### src/rtl/mm3_pkg.sv
// Shared types, constants and rotate helpers for the MurmurHash3 x86_32 core.
`timescale 1ns / 1ps
package mm3_pkg;

   localparam logic [31:0] MM_C1 = 32'hcc9e2d51;
   localparam logic [31:0] MM_C2 = 32'h1b873593;
   localparam logic [31:0] MM_N  = 32'he6546b64;
   localparam logic [31:0] MM_F1 = 32'h85ebca6b;
   localparam logic [31:0] MM_F2 = 32'hc2b2ae35;

   localparam logic [2:0] BLOCK_BYTES = 3'd4;

   typedef struct packed {
      logic [31:0] word;
      logic [2:0]  nbytes;
      logic        full;
      logic        last;
   } entry_type;

   function automatic logic [31:0] rotl15(input logic [31:0] x);
      return {x[16:0], x[31:17]};
   endfunction

   function automatic logic [31:0] rotl13(input logic [31:0] x);
      return {x[18:0], x[31:19]};
   endfunction

endpackage

### src/rtl/mm3_front.sv
// Request front end: force non-last words full, saturate the byte count, mask the tail and classify the word.
`timescale 1ns / 1ps
module mm3_front (
   input  logic              req_valid,
   output logic              req_ready,
   input  logic [31:0]       req_data_word,
   input  logic [2:0]        req_byte_count,
   input  logic              req_last,
   output logic              push_valid,
   input  logic              push_ready,
   output mm3_pkg::entry_type push_entry
);
   import mm3_pkg::*;

   logic [2:0]  count;
   logic [31:0] mask;

   always_comb begin
      if (!req_last || req_byte_count > BLOCK_BYTES) begin
         count = BLOCK_BYTES;
      end else begin
         count = req_byte_count;
      end
      case (count)
         3'd0:    mask = 32'h00000000;
         3'd1:    mask = 32'h000000ff;
         3'd2:    mask = 32'h0000ffff;
         3'd3:    mask = 32'h00ffffff;
         default: mask = 32'hffffffff;
      endcase
   end

   assign push_entry.word   = req_data_word & mask;
   assign push_entry.nbytes = count;
   assign push_entry.full   = (count == BLOCK_BYTES);
   assign push_entry.last   = req_last;
   assign push_valid        = req_valid;
   assign req_ready         = push_ready;

endmodule

### src/rtl/mm3_queue.sv
// Small FIFO of classified requests between the front end and the hash engine.
`timescale 1ns / 1ps
module mm3_queue #(
   parameter int DEPTH = 4
) (
   input  logic               clock,
   input  logic               reset,
   input  logic               push_valid,
   output logic               push_ready,
   input  mm3_pkg::entry_type push_entry,
   output logic               pop_valid,
   input  logic               pop,
   output mm3_pkg::entry_type pop_entry
);
   import mm3_pkg::*;

   localparam int PTR_W = (DEPTH > 1) ? $clog2(DEPTH) : 1;
   localparam int CNT_W = $clog2(DEPTH + 1);
   localparam logic [PTR_W-1:0] LAST_PTR = PTR_W'(DEPTH - 1);
   localparam logic [CNT_W-1:0] FULL_CNT = CNT_W'(DEPTH);

   entry_type         slot_ff [DEPTH];
   logic [PTR_W-1:0]  wr_ptr_ff, wr_ptr_in;
   logic [PTR_W-1:0]  rd_ptr_ff, rd_ptr_in;
   logic [CNT_W-1:0]  count_ff, count_in;
   logic              do_push, do_pop;

   assign push_ready = (count_ff != FULL_CNT);
   assign pop_valid  = (count_ff != '0);
   assign pop_entry  = slot_ff[rd_ptr_ff];
   assign do_push    = push_valid && push_ready;
   assign do_pop     = pop && pop_valid;

   always_comb begin
      wr_ptr_in = wr_ptr_ff;
      rd_ptr_in = rd_ptr_ff;
      count_in  = count_ff;
      if (do_push) begin
         wr_ptr_in = (wr_ptr_ff == LAST_PTR) ? '0 : wr_ptr_ff + 1'b1;
      end
      if (do_pop) begin
         rd_ptr_in = (rd_ptr_ff == LAST_PTR) ? '0 : rd_ptr_ff + 1'b1;
      end
      if (do_push && !do_pop) begin
         count_in = count_ff + 1'b1;
      end else if (do_pop && !do_push) begin
         count_in = count_ff - 1'b1;
      end
   end

   always_ff @(posedge clock) begin
      if (reset) begin
         wr_ptr_ff <= '0;
         rd_ptr_ff <= '0;
         count_ff  <= '0;
      end else begin
         wr_ptr_ff <= wr_ptr_in;
         rd_ptr_ff <= rd_ptr_in;
         count_ff  <= count_in;
      end
      if (do_push) begin
         slot_ff[wr_ptr_ff] <= push_entry;
      end
   end

endmodule

### src/rtl/mm3_back.sv
// Hash engine: block scramble, running-hash mix and final avalanche on one shared multiplier.
`timescale 1ns / 1ps
module mm3_back (
   input  logic               clock,
   input  logic               reset,
   input  logic [31:0]        seed,
   input  logic               pop_valid,
   output logic               pop,
   input  mm3_pkg::entry_type pop_entry,
   output logic               rsp_valid,
   input  logic               rsp_ready,
   output logic [31:0]        rsp_hash_value
);
   import mm3_pkg::*;

   typedef enum logic [2:0] {
      S_IDLE,
      S_SCR,
      S_MIX,
      S_FIN0,
      S_FIN1,
      S_FIN2
   } state_type;

   state_type   state_ff, state_in;
   entry_type   ent_ff, ent_in;
   logic [31:0] k_ff, k_in;
   logic [31:0] h_ff, h_in;
   logic [31:0] total_ff, total_in;
   logic        in_key_ff, in_key_in;
   logic        rsp_valid_ff, rsp_valid_in;
   logic [31:0] hash_ff, hash_in;

   logic [31:0] mul_a, mul_b;
   logic [31:0] prod;
   logic [31:0] h_base, hx, hr, f0;

   assign prod   = mul_a * mul_b;
   assign h_base = in_key_ff ? h_ff : seed;
   assign hx     = h_base ^ k_ff;
   assign hr     = rotl13(hx);
   assign f0     = h_ff ^ total_ff;

   always_comb begin
      case (state_ff)
         S_SCR: begin
            mul_a = rotl15(k_ff);
            mul_b = MM_C2;
         end
         S_FIN0: begin
            mul_a = f0 ^ (f0 >> 16);
            mul_b = MM_F1;
         end
         S_FIN1: begin
            mul_a = k_ff ^ (k_ff >> 13);
            mul_b = MM_F2;
         end
         default: begin
            mul_a = pop_entry.word;
            mul_b = MM_C1;
         end
      endcase
   end

   always_comb begin
      state_in     = state_ff;
      ent_in       = ent_ff;
      k_in         = k_ff;
      h_in         = h_ff;
      total_in     = total_ff;
      in_key_in    = in_key_ff;
      hash_in      = hash_ff;
      rsp_valid_in = rsp_valid_ff && !rsp_ready;
      pop          = 1'b0;
      case (state_ff)
         S_IDLE: begin
            if (pop_valid) begin
               pop      = 1'b1;
               ent_in   = pop_entry;
               k_in     = prod;
               state_in = S_SCR;
            end
         end
         S_SCR: begin
            k_in     = prod;
            state_in = S_MIX;
         end
         S_MIX: begin
            h_in     = ent_ff.full ? ({hr[29:0], 2'b00} + hr + MM_N) : hx;
            total_in = total_ff + {29'd0, ent_ff.nbytes};
            if (ent_ff.last) begin
               state_in = S_FIN0;
            end else begin
               in_key_in = 1'b1;
               state_in  = S_IDLE;
            end
         end
         S_FIN0: begin
            k_in     = prod;
            state_in = S_FIN1;
         end
         S_FIN1: begin
            k_in     = prod;
            state_in = S_FIN2;
         end
         S_FIN2: begin
            if (!rsp_valid_ff || rsp_ready) begin
               hash_in      = k_ff ^ (k_ff >> 16);
               rsp_valid_in = 1'b1;
               in_key_in    = 1'b0;
               total_in     = '0;
               state_in     = S_IDLE;
            end
         end
         default: begin
            state_in = S_IDLE;
         end
      endcase
   end

   always_ff @(posedge clock) begin
      if (reset) begin
         state_ff     <= S_IDLE;
         total_ff     <= '0;
         in_key_ff    <= 1'b0;
         rsp_valid_ff <= 1'b0;
      end else begin
         state_ff     <= state_in;
         total_ff     <= total_in;
         in_key_ff    <= in_key_in;
         rsp_valid_ff <= rsp_valid_in;
      end
      ent_ff  <= ent_in;
      k_ff    <= k_in;
      h_ff    <= h_in;
      hash_ff <= hash_in;
   end

   assign rsp_valid      = rsp_valid_ff;
   assign rsp_hash_value = hash_ff;

endmodule

### src/rtl/murmur3_32_stream_hash_core.sv
// A request is stored in the queue on acceptance; the engine pops it once it is idle.
// Each word passes the idle state (first product), then S_SCR and S_MIX; the last word then
// goes through S_FIN0, S_FIN1 and S_FIN2, and the hash is registered on rsp_ once rsp_ is free.
// The engine holds one word at a time on the single shared multiplier (two products per
// block, two for the avalanche). Reset (synchronous, active high) empties the queue,
// drops any key in progress and clears the seed to zero.
`timescale 1ns / 1ps
module murmur3_32_stream_hash_core #(
   parameter int QUEUE_DEPTH = 4
) (
   input  logic        clock,
   input  logic        reset,
   input  logic        csr_valid,
   output logic        csr_ready,
   input  logic [31:0] csr_seed,
   input  logic        req_valid,
   output logic        req_ready,
   input  logic [31:0] req_data_word,
   input  logic [2:0]  req_byte_count,
   input  logic        req_last,
   output logic        rsp_valid,
   input  logic        rsp_ready,
   output logic [31:0] rsp_hash_value
);
   import mm3_pkg::*;

   logic [31:0] seed_ff;
   logic        push_valid, push_ready;
   entry_type   push_entry, pop_entry;
   logic        pop_valid, pop;

   assign csr_ready = 1'b1;

   always_ff @(posedge clock) begin
      if (reset) begin
         seed_ff <= '0;
      end else if (csr_valid) begin
         seed_ff <= csr_seed;
      end
   end

   mm3_front u_front (
      .req_valid      (req_valid),
      .req_ready      (req_ready),
      .req_data_word  (req_data_word),
      .req_byte_count (req_byte_count),
      .req_last       (req_last),
      .push_valid     (push_valid),
      .push_ready     (push_ready),
      .push_entry     (push_entry)
   );

   mm3_queue #(
      .DEPTH (QUEUE_DEPTH)
   ) u_queue (
      .clock      (clock),
      .reset      (reset),
      .push_valid (push_valid),
      .push_ready (push_ready),
      .push_entry (push_entry),
      .pop_valid  (pop_valid),
      .pop        (pop),
      .pop_entry  (pop_entry)
   );

   mm3_back u_back (
      .clock          (clock),
      .reset          (reset),
      .seed           (seed_ff),
      .pop_valid      (pop_valid),
      .pop            (pop),
      .pop_entry      (pop_entry),
      .rsp_valid      (rsp_valid),
      .rsp_ready      (rsp_ready),
      .rsp_hash_value (rsp_hash_value)
   );

endmodule

### config.mk
export PLATFORM = sky130hd
export DESIGN_NAME = murmur3_32_stream_hash_core
export DESIGN_NICKNAME = d
export VERILOG_FILES = /design/src/rtl/mm3_pkg.sv /design/src/rtl/mm3_front.sv /design/src/rtl/mm3_queue.sv /design/src/rtl/mm3_back.sv /design/src/rtl/murmur3_32_stream_hash_core.sv
export SDC_FILE = /design/constraint.sdc
export NUM_CORES = 2
export LEC_CHECK = 0
export BUFFER_PORTS_ARGS = -buffer_cell sky130_fd_sc_hd__buf_2
export CORE_ASPECT_RATIO = 1.4
export CORE_MARGIN = 2
export CORE_UTILIZATION = 61
export DETAILED_ROUTE_END_ITERATION = 8
export PLACE_DENSITY = 0.8
export SYNTH_ARGS = -nofsm -noshare
export SYNTH_HDL_FRONTEND = slang
export SYNTH_HIERARCHICAL = 1
export SYNTH_SLANG_ARGS = --single-unit
### constraint.sdc
create_clock -name clock -period 15.6 [get_ports clock]
set_input_delay 3.12 -clock clock [delete_from_list [all_inputs] [get_ports clock]]
set_output_delay 3.12 -clock clock [all_outputs]
set_load 0.05 [all_outputs]
==> summary.md <==
| Metric | Value |
|---|---|
| Worst-Margin Slew | `1420 ps` |
| RR Startpoint | `u_back/state_ff[1]` |
| Setup TNS | `0 ps` |
| # nets final | `3608` |
| Footprint of the multi-input gates | `0.0188 mm2` |
| Num ports | `108` |
| Net count after synthesis | `3539` |
| Commonest non-fill, non-tap cell in the layout | `inv_1` |
| Synthesized instance count | `2869` |
| Longest Clk Path Bufs | `3` |
| Layout Utilization | `0.658` |
| GRT Total Usage | `0.432` |
| CTS Sinks | `327` |
| HP Start | `u_back/k_ff[18]` |
| Die Ht | `269 um` |
| Core Box Area | `0.0498 mm2` |
| Buffers on Ports | `106` |
| Endpoints failing setup | `0` |
| Post-synth ARST share | `0` |
| Post-route ant nets | `0` |
| Worst path arrival time | `11030 ps` |
| First-pass GRT wire length | `154 mm` |
| Most common cell on crit path | `inv_1` |
| Largest stage delay on the critical path | `1050 ps` |
| Largest net degree at the start of global routing | `52` |
| Vias/cell | `6.15` |
| #FFs+latches synth | `327` |
| Critical path endpoint category | `flop` |
| Total Wirelength | `108 mm` |
| Max FO, Critical Path | `28` |
| Max-Slew Margin vs Limit | `0.0410` |
| Iter 0 DRT Violations | `2307` |
| Reg2reg end | `u_back/k_ff[31]` |
| GP Congestion | `1.09` |
| Slowest CP cell | `dfxtp_1` |
| RSZ-0062 raised after global routing | `false` |
| Max-cap violations | `0` |
| Dpl cells | `3545` |
| Register Area | `0.00904 mm2` |
| Most frequent cells in the layout | `inv_1, fa_1, edfxtp_1` |
| Cell area after synthesis | `0.0306 mm2` |
| Synth warn | `6` |
| Detailed-route DRC error count | `0` |
| Crit share post-route | `0.689` |
| Hold Path Depth | `0` |
| Run status | `complete, no violations` |
| Number of global-route vias before repair | `23111` |
| CTS buffer count | `34` |
| DR vias | `22199` |
| Routed WL per cell | `30.0 um` |
| Skew-Pair Late Insertion Delay | `550 ps` |
| Number of synthesized flops with an enable pin | `249` |
| Final worst path period need | `10740 ps` |
| CTS Root Cell | `clkbuf_16` |
| # rows | `97` |
| Mean Syn Cell Area | `10.7 um2` |
| Internal reg-to-reg setup slack | `4860 ps` |
| Clock transition at the registers of the reported paths | `70 ps` |
| Critical Path RT | `15890 ps` |
| Hpwl dp | `84.8 mm` |
| CTS Hold Bufs | `0` |
| Initial antenna violation count | `6` |
| Register area share after synthesis | `0.296` |
| Slew Limit Fails | `0` |
| Top FF cell, synth | `edfxtp_1` |
| Resize count post-CTS | `0` |
| Drt first pass iters | `6` |
| Remaining global-route overflow | `0` |
| Share of layout cells above drive strength 1 | `0.0918` |
| Hold Crit Endpoint | `u_back/rsp_hash_value[18]` |
| Initial Utilization | `0.614` |
| Worst Skew | `35.9 ps` |
| Die Footprint | `0.0519 mm2` |
| R2r worst-path depth | `31` |
| Critical path class | `reg -> reg` |
| Maximum clock rate | `93.1 MHz` |
| CTS tree | `built` |
| Post-CTS setup buffers | `0` |
| Fillers | `3979` |
| Area delta synth->final | `7.23%` |
| CP startpoint kind | `flop` |
| Hold Crit Class | `reg -> reg` |
| Cell Count, Final, Fillers Out | `3610` |
| Netlist cell types | `80` |
| Die Wd | `193 um` |
| Final hold violations | `0` |
| H-tree levels | `2` |
==> worst max-delay path, delay by kind of cell, from the launching register on <==
kind,cells,cell delay [ps]
adders and majority gates,9,3990
AOI/OAI and AO/OA,6,2150
buffers and inverters,8,1550
and+or+nand+nor,7,1490
DFF,1,1050
xor gates and xnor gates,1,190
==> routing by layer <==
| metal | share of wire | vias to the layer above | routed length [um] | track usage |
|---|---|---|---|---|
| met3 | 0.10 | 526 | 10900 | 0.125 |
| li1 | - | 9290 | - | - |
| met5 | 0.00026 | - | 28 | 0 |
| met2 | 0.47 | 1333 | 50500 | 0.678 |
| met1 | 0.32 | 11046 | 34100 | 0.470 |
| met4 | 0.12 | 4 | 12700 | 0.398 |
==> kinds of logic (layout without fill, tap and decap cells) <==
kind of cell | Yosys count | in the layout | synth area share
xor gates and xnor gates | 238 | 238 | 0.0698
muxes | 111 | 111 | 0.0515
adders and majority gates | 597 | 597 | 0.340
DFF | 327 | 327 | 0.296
AOI/OAI and AO/OA | 303 | 303 | 0.0638
buffers and inverters | 701 | 795 | 0.0902
and+or+nand+nor | 591 | 591 | 0.0883
other | 1 | 5 | 0.000123
==> area by class of cell <==
class / count / area share
multi-input cells: 1841 / 0.573
flip-flops and latches: 327 / 0.276
inverters: 600 / 0.0687
clock buffers: 38 / 0.0264
well taps: 643 / 0.0246
repair buffers: 134 / 0.0226
clock inverters: 23 / 0.00813
diodes: 4 / 0.000305
==> through the flow <==
step	hold slack [ps]	setup slack (ps)	cell area, um2
5_1_grt	509	4710	32800
2_1_floorplan	421	7140	30600
4_1_cts	498	5230	32800
3_3_place_gp	469	5410	31600
3_5_place_dp	482	5260	31600
6_report	496	4860	32800
==> flip-flops by register name (all words and copies together) (netlist names), named ones only <==
register	cells
u_queue/count_ff	3
seed_ff	32
u_queue/wr_ptr_ff	2
u_back/total_ff	32
u_back/rsp_hash_value	32
u_back/rsp_valid	1
u_queue/slot_ff	148
u_queue/rd_ptr_ff	2
u_back/k_ff	32
u_back/ent_ff	5
u_back/in_key_ff	1
u_back/h_ff	32
u_back/state_ff	3
==> synth_stat cells, types with 4 or more instances <==
library cell,count,area (um2)
a21boi_0,10,75.1
and3_1,13,81.3
mux2i_1,73,731
or3_1,8,50.1
o21a_1,9,67.6
o31ai_1,7,52.6
or2_2,9,56.3
buf_4,8,60.1
o21ai_1,5,25.0
a21o_1,33,248
a21oi_1,80,400
nor3_1,10,50.1
nand4_1,10,62.6
dfxtp_1,78,1560
o211ai_1,6,45.0
buf_1,13,48.8
nor2b_1,25,156
a211oi_1,12,90.1
buf_2,17,85.1
clkbuf_1,56,210
nand3_1,29,145
edfxtp_1,249,7480
nor2_1,224,841
a221o_1,4,40.0
xor2_1,95,832
a31oi_1,15,93.8
fa_1,391,7830
inv_1,598,2240
nand2_1,183,687
a31o_2,4,35.0
mux4_2,37,833
nand2b_1,23,144
o21bai_1,14,105
and3_2,4,30.0
xnor2_1,139,1220
o21ai_0,72,360
and2_1,30,188
a221oi_1,4,35.0
ha_1,206,2580
o22ai_1,6,37.5
==> how the worst max path moves through the flow <==
stage,start,end,depth (start not counted)
3_3_place_gp,u_back/state_ff[1],u_back/k_ff[31],31
5_1_grt,u_back/state_ff[1],u_back/k_ff[31],31
2_1_floorplan,u_back/state_ff[1],u_back/k_ff[31],32
6_report,u_back/state_ff[1],u_back/k_ff[31],31
4_1_cts,u_back/state_ff[1],u_back/k_ff[31],31
3_5_place_dp,u_back/state_ff[1],u_back/k_ff[31],31
Power is left out: the tool's default activity adds up to more than one toggle a clock period on the data nets, which glitch-free logic cannot reach.
